`src/rtl/core/iso_pht_pkg.sv`:
```
`timescale 1ns / 1ps

package iso_pht_pkg;

    localparam int MAX_PACKET_QUADLETS_DEF = 512;

    localparam logic [7:0]  FMT_CODE         = 8'h22;
    localparam logic [1:0]  TAG_ISO          = 2'd1;
    localparam logic [13:0] WRAP_LIMIT       = 14'd1000;
    localparam logic [8:0]  COUNT_MAX        = 9'd511;
    localparam logic [31:0] SECOND_TICKS     = 32'd24576000;
    localparam logic [24:0] STAMP_MASK       = 25'h1ffffff;

    // per-packet summary handed from the tracker to the timestamp stage
    typedef struct packed {
        logic        pkt_ok;
        logic [24:0] stamp;
        logic [6:0]  now_sec;
        logic [12:0] now_cyc;
        logic [8:0]  events;
    } pkt_sum_t;

endpackage

```
`src/rtl/core/iso_packet_header_timestamp_top.sv`:
```
`timescale 1ns / 1ps
// a packet's last quadlet and its result pass the input, summary and output registers in turn
// throughput: one quadlet per cycle unless stalled, set by a single tracker pass per quadlet
// one result per packet; input stalls only when two results are already queued
// reset: synchronous active-low aresetn clears the packet state and all valid flags
module iso_packet_header_timestamp_top
    import iso_pht_pkg::*;
#(
    parameter int MAX_PACKET_QUADLETS = MAX_PACKET_QUADLETS_DEF
) (
    input  logic        aclk,
    input  logic        aresetn,
    input  logic        s_tvalid,
    output logic        s_tready,
    input  logic [63:0] s_tdata,  // quadlet [31:0], cycle_timer_now [63:32]
    input  logic        s_tlast,
    input  logic [1:0]  s_tuser,  // packet_tag [1:0]
    output logic        m_tvalid,
    input  logic        m_tready,
    output logic [47:0] m_tdata,  // timestamp_ticks [31:0], event_count [40:32], zero [47:41]
    output logic        m_tlast,
    output logic        m_tuser   // status [0]
);

    logic        in_valid_reg;
    logic [31:0] quadlet_reg;
    logic [31:0] now_reg;
    logic        last_reg;
    logic [1:0]  tag_reg;
    logic        in_take;
    logic        sum_valid;
    logic        sum_ready;
    pkt_sum_t    sum;
    logic [31:0] ticks;
    logic [8:0]  events;

    assign s_tready = !in_valid_reg || in_take;

    always_ff @(posedge aclk) begin
        if (!aresetn) begin
            in_valid_reg <= 1'b0;
        end else if (s_tready) begin
            in_valid_reg <= s_tvalid;
        end
    end

    always_ff @(posedge aclk) begin
        if (s_tready && s_tvalid) begin
            quadlet_reg <= s_tdata[31:0];
            now_reg     <= s_tdata[63:32];
            last_reg    <= s_tlast;
            tag_reg     <= s_tuser;
        end
    end

    iso_pht_track #(
        .MAX_PACKET_QUADLETS(MAX_PACKET_QUADLETS)
    ) u_track (
        .aclk       (aclk),
        .aresetn    (aresetn),
        .in_valid   (in_valid_reg),
        .in_quadlet (quadlet_reg),
        .in_last    (last_reg),
        .in_tag     (tag_reg),
        .in_now     (now_reg),
        .in_take    (in_take),
        .sum_valid  (sum_valid),
        .sum        (sum),
        .sum_ready  (sum_ready)
    );

    iso_pht_stamp u_stamp (
        .aclk       (aclk),
        .aresetn    (aresetn),
        .sum_valid  (sum_valid),
        .sum        (sum),
        .sum_ready  (sum_ready),
        .out_valid  (m_tvalid),
        .out_status (m_tuser),
        .out_ticks  (ticks),
        .out_events (events),
        .out_ready  (m_tready)
    );

    assign m_tdata = {7'd0, events, ticks};
    assign m_tlast = 1'b1;

endmodule

```
`src/rtl/core/iso_pht_track.sv`:
```
`timescale 1ns / 1ps

module iso_pht_track
    import iso_pht_pkg::*;
#(
    parameter int MAX_PACKET_QUADLETS = MAX_PACKET_QUADLETS_DEF
) (
    input  logic        aclk,
    input  logic        aresetn,
    input  logic        in_valid,
    input  logic [31:0] in_quadlet,
    input  logic        in_last,
    input  logic [1:0]  in_tag,
    input  logic [31:0] in_now,
    output logic        in_take,
    output logic        sum_valid,
    output pkt_sum_t    sum,
    input  logic        sum_ready
);

    localparam int QW = $clog2(MAX_PACKET_QUADLETS + 1);
    localparam logic [QW-1:0] IDX_MAX = QW'(MAX_PACKET_QUADLETS);

    logic [QW-1:0] idx_reg, idx_next;
    logic [7:0]    bsize_reg, bsize_next;
    logic          fmt_reg, fmt_next;
    logic [7:0]    pos_reg, pos_next;
    logic [24:0]   cand_reg, cand_next;
    logic [24:0]   commit_reg, commit_next;
    logic [8:0]    events_reg, events_next;
    logic          sum_valid_reg;
    pkt_sum_t      sum_reg, sum_next;
    logic          mid_ready;
    logic [7:0]    field;

    assign mid_ready = !sum_valid_reg || sum_ready;
    assign in_take   = in_valid && (!in_last || mid_ready);
    assign sum_valid = sum_valid_reg;
    assign sum       = sum_reg;
    assign field     = in_quadlet[23:16];

    always_comb begin
        idx_next    = idx_reg;
        bsize_next  = bsize_reg;
        fmt_next    = fmt_reg;
        pos_next    = pos_reg;
        cand_next   = cand_reg;
        commit_next = commit_reg;
        events_next = events_reg;
        if (idx_reg < IDX_MAX) begin
            if (idx_reg == '0) begin
                bsize_next = field;
            end else if (idx_reg == QW'(1)) begin
                fmt_next = (field == FMT_CODE);
            end else if (bsize_reg != '0) begin
                if (pos_reg == '0) begin
                    cand_next = in_quadlet[24:0] & STAMP_MASK;
                end
                if ({1'b0, pos_reg} + 9'd1 >= {1'b0, bsize_reg}) begin
                    commit_next = cand_next;
                    if (events_reg < COUNT_MAX) begin
                        events_next = events_reg + 9'd1;
                    end
                    pos_next = '0;
                end else begin
                    pos_next = pos_reg + 8'd1;
                end
            end
            idx_next = idx_reg + QW'(1);
        end
        sum_next.pkt_ok  = (idx_next > QW'(2)) && fmt_next && (in_tag == TAG_ISO) &&
                           (bsize_next != '0) && (events_next != '0);
        sum_next.stamp   = commit_next;
        sum_next.now_sec = in_now[31:25];
        sum_next.now_cyc = in_now[24:12];
        sum_next.events  = events_next;
    end

    always_ff @(posedge aclk) begin
        if (!aresetn) begin
            idx_reg       <= '0;
            bsize_reg     <= '0;
            fmt_reg       <= 1'b0;
            pos_reg       <= '0;
            cand_reg      <= '0;
            commit_reg    <= '0;
            events_reg    <= '0;
            sum_valid_reg <= 1'b0;
        end else begin
            if (in_take) begin
                if (in_last) begin
                    idx_reg    <= '0;
                    bsize_reg  <= '0;
                    fmt_reg    <= 1'b0;
                    pos_reg    <= '0;
                    cand_reg   <= '0;
                    commit_reg <= '0;
                    events_reg <= '0;
                end else begin
                    idx_reg    <= idx_next;
                    bsize_reg  <= bsize_next;
                    fmt_reg    <= fmt_next;
                    pos_reg    <= pos_next;
                    cand_reg   <= cand_next;
                    commit_reg <= commit_next;
                    events_reg <= events_next;
                end
            end
            if (in_take && in_last) begin
                sum_valid_reg <= 1'b1;
            end else if (sum_ready) begin
                sum_valid_reg <= 1'b0;
            end
        end
    end

    always_ff @(posedge aclk) begin
        if (in_take && in_last) begin
            sum_reg <= sum_next;
        end
    end

endmodule

```
`src/rtl/core/iso_pht_stamp.sv`:
```
`timescale 1ns / 1ps

module iso_pht_stamp
    import iso_pht_pkg::*;
(
    input  logic        aclk,
    input  logic        aresetn,
    input  logic        sum_valid,
    input  pkt_sum_t    sum,
    output logic        sum_ready,
    output logic        out_valid,
    output logic        out_status,
    output logic [31:0] out_ticks,
    output logic [8:0]  out_events,
    input  logic        out_ready
);

    logic        out_valid_reg;
    logic        status_reg;
    logic [31:0] ticks_reg;
    logic [8:0]  events_reg;
    logic [12:0] s_cyc;
    logic [11:0] s_off;
    logic [24:0] cyc_ticks;
    logic [6:0]  sec_adj;
    logic [31:0] sec_ticks;
    logic [31:0] full_ticks;

    assign sum_ready  = !out_valid_reg || out_ready;
    assign out_valid  = out_valid_reg;
    assign out_status = status_reg;
    assign out_ticks  = ticks_reg;
    assign out_events = events_reg;

    assign s_cyc = sum.stamp[24:12];
    assign s_off = sum.stamp[11:0];

    // cycles * 3072 + offset
    assign cyc_ticks = {1'b0, s_cyc, 11'd0} + {2'b0, s_cyc, 10'd0} + {13'd0, s_off};

    // seconds wrap at 128 either way
    always_comb begin
        sec_adj = sum.now_sec;
        if ({1'b0, s_cyc} > {1'b0, sum.now_cyc} + WRAP_LIMIT) begin
            sec_adj = sum.now_sec - 7'd1;
        end else if ({1'b0, sum.now_cyc} > {1'b0, s_cyc} + WRAP_LIMIT) begin
            sec_adj = sum.now_sec + 7'd1;
        end
    end

    assign sec_ticks  = 32'(32'(sec_adj) * SECOND_TICKS);
    assign full_ticks = 32'(cyc_ticks) + sec_ticks;

    always_ff @(posedge aclk) begin
        if (!aresetn) begin
            out_valid_reg <= 1'b0;
        end else if (sum_ready) begin
            out_valid_reg <= sum_valid;
        end
    end

    always_ff @(posedge aclk) begin
        if (sum_ready && sum_valid) begin
            status_reg <= !sum.pkt_ok;
            ticks_reg  <= sum.pkt_ok ? full_ticks : '0;
            events_reg <= sum.events;
        end
    end

endmodule
```
`config.mk`:
```
export PLATFORM = sky130hd
export DESIGN_NAME = iso_packet_header_timestamp_top
export DESIGN_NICKNAME = d
export VERILOG_FILES = /design/src/rtl/core/iso_pht_pkg.sv /design/src/rtl/core/iso_packet_header_timestamp_top.sv /design/src/rtl/core/iso_pht_track.sv /design/src/rtl/core/iso_pht_stamp.sv
export SDC_FILE = /design/constraint.sdc
export NUM_CORES = 1
export LEC_CHECK = 0
export BUFFER_PORTS_ARGS = -buffer_cell sky130_fd_sc_hd__buf_4
export CELL_PAD_IN_SITES_DETAIL_PLACEMENT = 1
export CELL_PAD_IN_SITES_GLOBAL_PLACEMENT = 1
export CORE_MARGIN = 2
export CORE_UTILIZATION = 43
export DETAILED_ROUTE_END_ITERATION = 12
export PLACE_DENSITY_LB_ADDON = 0.2
export SYNTH_ARGS = -nofsm -noshare
export SYNTH_HDL_FRONTEND = slang
export SYNTH_SLANG_ARGS = --single-unit
```
`constraint.sdc`:
```
create_clock -name aclk -period 8.33 [get_ports aclk]
set_clock_uncertainty 0.1 [all_clocks]
set_input_delay 0 -clock aclk [delete_from_list [all_inputs] [get_ports aclk]]
set_output_delay 0 -clock aclk [all_outputs]
set_load 0.03 [all_outputs]
```
After elaboration in Yosys (flattened, before gate mapping)
Cells that the tools add are included.
{"block": "totals", "out_inout_bits": 52, "in_bits": 71, "regBits": 246}
{"block": "op_classes", "n_reduce_logical": 26, "order_cmp": 6, "mux": 38, "add_sub_neg": 11, "eq_ne": 5, "multipliers": 1}
{"op": "two-way mux 25 bit", "n": 12}
{"op": "two-way mux 8 bit", "n": 9}
{"op": "two-way mux 9 bit", "n": 7}
{"op": "adder 25 x 32 -> 32 bit", "n": 1}
{"op": "adder 13 x 10 -> 14 bit, second input constant", "n": 2}
{"op": "greater-than comparator 13 x 14 -> 1 bit", "n": 2}
{"op": "adder 24 x 23 -> 25 bit", "n": 1}
{"op": "adder 25 x 12 -> 25 bit", "n": 1}
{"op": "two-way mux 10 bit", "n": 2}
{"op": "multiplier 7 x 9 -> 16 bit, second input constant", "n": 1}
{"op": "nonzero test 8 bit", "n": 2}
{"op": "two-way mux 7 bit", "n": 2}
{"op": "adder 10 x 1 -> 10 bit, second input constant", "n": 1}
{"op": "== test 10 x 1 -> 1 bit, second input constant", "n": 1}
{"op": "greater-than comparator 10 x 2 -> 1 bit, second input constant", "n": 1}
{"op": "logical NOT 10 bit", "n": 1}
{"op": "less-than comparator 10 bit, second input constant", "n": 1}
{"op": "adder 8 x 1 -> 9 bit, second input constant", "n": 1}
{"op": "adder 9 x 1 -> 9 bit, second input constant", "n": 1}
{"op": ">= comparator 9 x 8 -> 1 bit", "n": 1}
{"op": "less-than comparator 9 bit, second input constant", "n": 1}
{"op": "nonzero test 9 bit", "n": 1}
{"op": "adder 8 x 1 -> 8 bit, second input constant", "n": 1}
{"op": "== test 8 x 6 -> 1 bit, second input constant", "n": 1}
{"op": "11 further kinds", "n": 33}

Logic depth before layout (Yosys ltp)
{"block": "depth", "depth_word": 9, "depth_mapped": 36, "mapped_depth_nobuf": 36}

Hierarchy
Synthesis repeated with hierarchy kept, for this count alone.
{"block": "hier_totals", "hier_cells": 1283, "hier_area_um2": 14187.4}
{"mod": "iso_pht_track", "instances": 1, "area_per_inst_um2": 6846.6, "cells_per_inst": 668, "seq_area_each_um2": 3393.3}
{"mod": "iso_pht_stamp", "instances": 1, "area_per_inst_um2": 5203.7, "cells_per_inst": 533, "seq_area_each_um2": 1281.2}
{"mod": "iso_packet_header_timestamp_top", "instances": 1, "area_per_inst_um2": 2137.0, "cells_per_inst": 82, "seq_area_each_um2": 2031.9}

Worst setup path before layout
Ideal clock, no wire load.
{"block": "synth_path", "kind": "reg2reg", "start": "register u_track.sum_reg, in the netlist u_track.sum[17]", "end": "register u_stamp.ticks_reg[31], in the netlist u_stamp.out_ticks[31] (data pin)", "setup_slack_ns": -0.264, "path_buffers": 0, "arrival_time_ns": 8.347, "required_time_ns": 8.083, "path_stages_with_launch": 34, "period_less_slack_ns": 8.594, "cell_sequence": "edfxtp_1 -> or4_1 -> or3_1 -> nand2_1 -> xor2_1 -> ha_1 -> a21o_1 -> a2111oi_0 -> nand2_1 -> o21a_2 -> o41ai_1 -> xor2_1 -> inv_1 -> fa_1 -> inv_1 -> fa_1 -> inv_1 -> fa_1 -> inv_1 -> fa_1 -> inv_1 -> ha_1 -> nand2_1 -> o31a_1 -> nor2b_1 -> xnor2_1 -> ha_1 -> ha_1 -> or2_2 -> a21oi_1 -> a31oi_1 -> inv_1 -> or3_1 -> a21oi_1"}
{"block": "synth_via", "elab_chain_cells": 5, "elab_cells_between_ends": 7, "cone_classes": "add/sub (2); mul (1); order compare (2); mux (2)"}
{"item": "from (decl)", "line": "iso_pht_track.sv:32", "rtl": "pkt_sum_t sum_reg, sum_next;"}
{"item": "from (signal assigned)", "line": "iso_pht_track.sv:119", "rtl": "sum_reg <= sum_next;"}
{"item": "adder 13 x 10 -> 14 bit or greater-than comparator 13 x 14 -> 1 bit (tied branches)", "line": "iso_pht_stamp.sv:44, iso_pht_stamp.sv:46"}
{"item": "greater-than comparator 13 x 14 -> 1 bit or two-way mux 7 bit (tied branches)", "line": "iso_pht_stamp.sv:44, iso_pht_stamp.sv:46"}
{"item": "two-way mux 7 bit *", "line": "iso_pht_stamp.sv:44", "rtl": "if ({1'b0, s_cyc} > {1'b0, sum.now_cyc} + WRAP_LIMIT) begin"}
{"item": "multiplier 7 x 9 -> 16 bit *", "line": "iso_pht_stamp.sv:51", "rtl": "assign sec_ticks = 32'(32'(sec_adj) * SECOND_TICKS);"}
{"item": "adder 25 x 32 -> 32 bit *", "line": "iso_pht_stamp.sv:52", "rtl": "assign full_ticks = 32'(cyc_ticks) + sec_ticks;"}
{"item": "to (signal assigned)", "line": "iso_pht_stamp.sv:65", "rtl": "ticks_reg <= sum.pkt_ok ? full_ticks : '0;"}
{"item": "to (decl)", "line": "iso_pht_stamp.sv:20", "rtl": "logic [31:0] ticks_reg;"}
Mark *: on every way between the ends. The rest lies on a longest branch, timed or not.
A chain may end at the register's enable or synchronous reset.

Worst setup path in the final report
Ends and elaborated chain as after synthesis.

==> flow_metrics.env <==
export IMPL_p_total_uw=3940
export IMPL_r2r_slack_ps=-60
export IMPL_violations="negative setup slack"
export IMPL_synth_top_family_by_area="adder cells"
export IMPL_die_x_microns=179
export IMPL_wl_met2_microns=17000
export IMPL_wl_met3_microns=1010
export IMPL_rsz0062_at_grt="true"
export IMPL_final_cell_mix="buf_4, edfxtp_1, inv_1"
export IMPL_final_common_cell="buf_4"
export IMPL_drc=0
export IMPL_path_clk_slew_ps=60
export IMPL_synth_seq_cells=234
export IMPL_clock_root_buffer="clkbuf_16"
export IMPL_yosys_area_share_simple_pct=14.2
export IMPL_cts_buffer_depth=3
export IMPL_min_to="now_reg[13]"
export IMPL_post_place_ws_ps=-225
export IMPL_viasPerCell=5.29
export IMPL_synth_yosys_seq_area_share_pct=46.5
export IMPL_fin_ws_ps=-60.2
export IMPL_drtIter0Drc=450
export IMPL_critPathMaxFanout=4
export IMPL_avgSynthCellArea_sq_um=10.7
export IMPL_start_util_pct=43.4
export IMPL_grt_pass1_wl_microns=52100
export IMPL_nNetsFinal=1636
export IMPL_min_period_ps=8390
export IMPL_gr_total_overflow=0
export IMPL_report_final_hold_viol_count=0
export IMPL_antenna_found_initial=0
export IMPL_max_clock_freq_mhz=119
export IMPL_core_area_sq_um=30400
export IMPL_cts_buffers=27
export IMPL_die_height_microns=179
export IMPL_r2r_cells=32
export IMPL_status="complete, but fails checks"
export IMPL_largest_reg_flops=55
export IMPL_min_delay_start="s_tdata[45]"
export IMPL_place_gp_congestion=0.774
export IMPL_muxShareOfSynthArea_pct=2.48
export IMPL_crit_path_start_kind="register"
export IMPL_crit_type="reg -> reg"
export IMPL_finalCritPeriodShare_pct=101
export IMPL_required_ps=8620
export IMPL_ant_nets=0
export IMPL_cts_tree="yes"
export IMPL_synth_edf_count=145
export IMPL_area_sequential_sq_um=6140
export IMPL_wl_microns=32500
export IMPL_wire_per_inst_microns=17.6
export IMPL_hold_path_class="in -> reg"
export IMPL_drt_met1_wl_microns=13800
export IMPL_asyncSetResetFlopFracSynth_pct=0
export IMPL_diodes=0
export IMPL_rr_startpoint="u_track.sum[17]"
export IMPL_finalSetupViolCount=4
export IMPL_max_slew_margin_pct=33.3
export IMPL_cts_htree_levels=1
export IMPL_vias=9749
export IMPL_slowest_delay_ps=550
export IMPL_synth_area_sq_um=13200
export IMPL_crit_slowest_cell="or4_4"
export IMPL_synth_warnings=0
export IMPL_arrival_ps=8680
export IMPL_post_route_util_pct=54.1
export IMPL_cp_end_kind="register"
export IMPL_multiInputGateArea_sq_um=6760
export IMPL_dr_pass1_iters=5
export IMPL_area_growth_pct=24.8
export IMPL_io_pin_count=123
export IMPL_worst_pin_slew_ps=997
export IMPL_syn_inst=1233
export IMPL_grt_usage_pct=20.4
export IMPL_num_rows=64
export IMPL_grt_max_degree=90
export IMPL_p_leak_uw=0.00651
export IMPL_yosys_area_share_xor_xnor_pct=4.25
export IMPL_worstSkewPairLatency_ps=550
export IMPL_n_fill_cell=3230
export IMPL_synth_fa_ha_area_share_pct=14.6
export IMPL_dieArea_sq_um=32100
export IMPL_drive_gt1_share_pct=18.9
export IMPL_dp_hpwl_microns=21800
export IMPL_worstHoldPathCells=2
export IMPL_cts_sinks=234
export IMPL_grt_pass1_vias=10200
export IMPL_ys_types=70
export IMPL_synthFlopType="edfxtp_1"
export IMPL_portBuffers=95
export IMPL_slew_viol_final=0
export IMPL_synth_compound_area_share_pct=12.7
export IMPL_powerDensity_nw_per_um2=239
export IMPL_ir_drop_v=0.000159
export IMPL_highest_layer="met4"
export IMPL_timing_rr_end="u_stamp.out_ticks[31]"
export IMPL_cap_violations=0
==> metal layers <==
| layer | global-route usage (%) | up-vias |
|---|---|---|
| met5 | 0 | - |
| met4 | 5.14 | 0 |
| met3 | 2.93 | 53 |
| met2 | 38.2 | 145 |
| met1 | 24.3 | 4790 |
| li1 | - | 4761 |
==> cells in the mapped netlist, types with 14 or more instances <==
library cell	instances	area share, %
nand3_1	22	0.83
xnor2_1	40	2.7
clkbuf_1	36	1.0
and3_1	14	0.66
inv_1	111	3.2
o21ai_0	53	2.0
mux2i_1	29	2.2
nor3_1	26	0.99
a21oi_1	37	1.4
ha_1	108	10
a22oi_1	70	4.0
xor2_1	24	1.6
nor2b_1	90	4.3
nor2_1	53	1.5
nand2_1	72	2.0
and2_1	19	0.90
dfxtp_1	89	13
edfxtp_1	145	33
fa_1	29	4.4
==> how the worst max path moves through the flow <==
stage	endpoint	depth (start not counted)	start
3_3_place_gp	u_stamp.out_ticks[30]	34	u_track.sum[16]
4_1_cts	u_stamp.out_ticks[31]	32	u_track.sum[14]
5_1_grt	u_stamp.out_ticks[31]	32	u_track.sum[17]
6_report	u_stamp.out_ticks[31]	32	u_track.sum[17]
2_1_floorplan	u_stamp.out_ticks[31]	33	u_track.sum[16]
3_5_place_dp	u_stamp.out_ticks[30]	33	u_track.sum[17]
==> logic make-up (layout without fill, tap and decap cells) <==
kind of cell / after synthesis / after routing
buffers and inverters: 167 / 376
other: 2 / 8
xor gates and xnor gates: 64 / 64
DFF: 234 / 234
muxes: 32 / 32
AOI/OAI and AO/OA: 246 / 246
adders and majority gates: 137 / 137
and+or+nand+nor: 351 / 351
==> timing repair <==
action	in CTS	in global routing
endpoints found under the setup margin	8	9
resized for setup	33	23
hold buffers	53	0
setup buffers	17	8
gates cloned	0	0
pin swaps	32	29
endpoints found under the hold margin	105	0
==> final cells by class <==
cell class                 instances  share of cell area (%)
clock inverter                    12                   0.805
timing repair buffer             216                    10.7
multi-input combinational        838                    41.1
inverter                         111                    2.53
clock buffer                      37                    4.63
sequential                       234                    37.2
tap                              396                    3.01
==> per-stage QoR <==
step | instances | hold slack, ps | cell area (sq um) | TNS, ps
2_1_floorplan | 1239 | -1.13 | 13300 | 0
3_3_place_gp | 1719 | 78.4 | 14600 | 0
3_5_place_dp | 1719 | 79.3 | 14600 | -1050
4_1_cts | 1837 | 35.8 | 16300 | 0
5_1_grt | 1844 | 49.8 | 16500 | -2300
6_report | 1844 | 62.1 | 16500 | -98.0
==> worst max-delay path, delay by kind of cell (launching register included) <==
kind	cells	cell delay (ps)
AND/OR/NAND/NOR	8	2090
AO/OA/AOI/OAI	7	1700
adder cells (fa/ha/maj)	8	2860
flip-flops	1	410
XOR/XNOR	3	520
buffers and inverters	6	530
==> power breakdown <==
group	internal, uW	total (uW)	switching (uW)
combinational	686	1430	747
sequential	1290	1310	22.4
clock	704	1190	488
total	2680	3940	1260
Note: power is estimated with default switching activity, not from simulation.
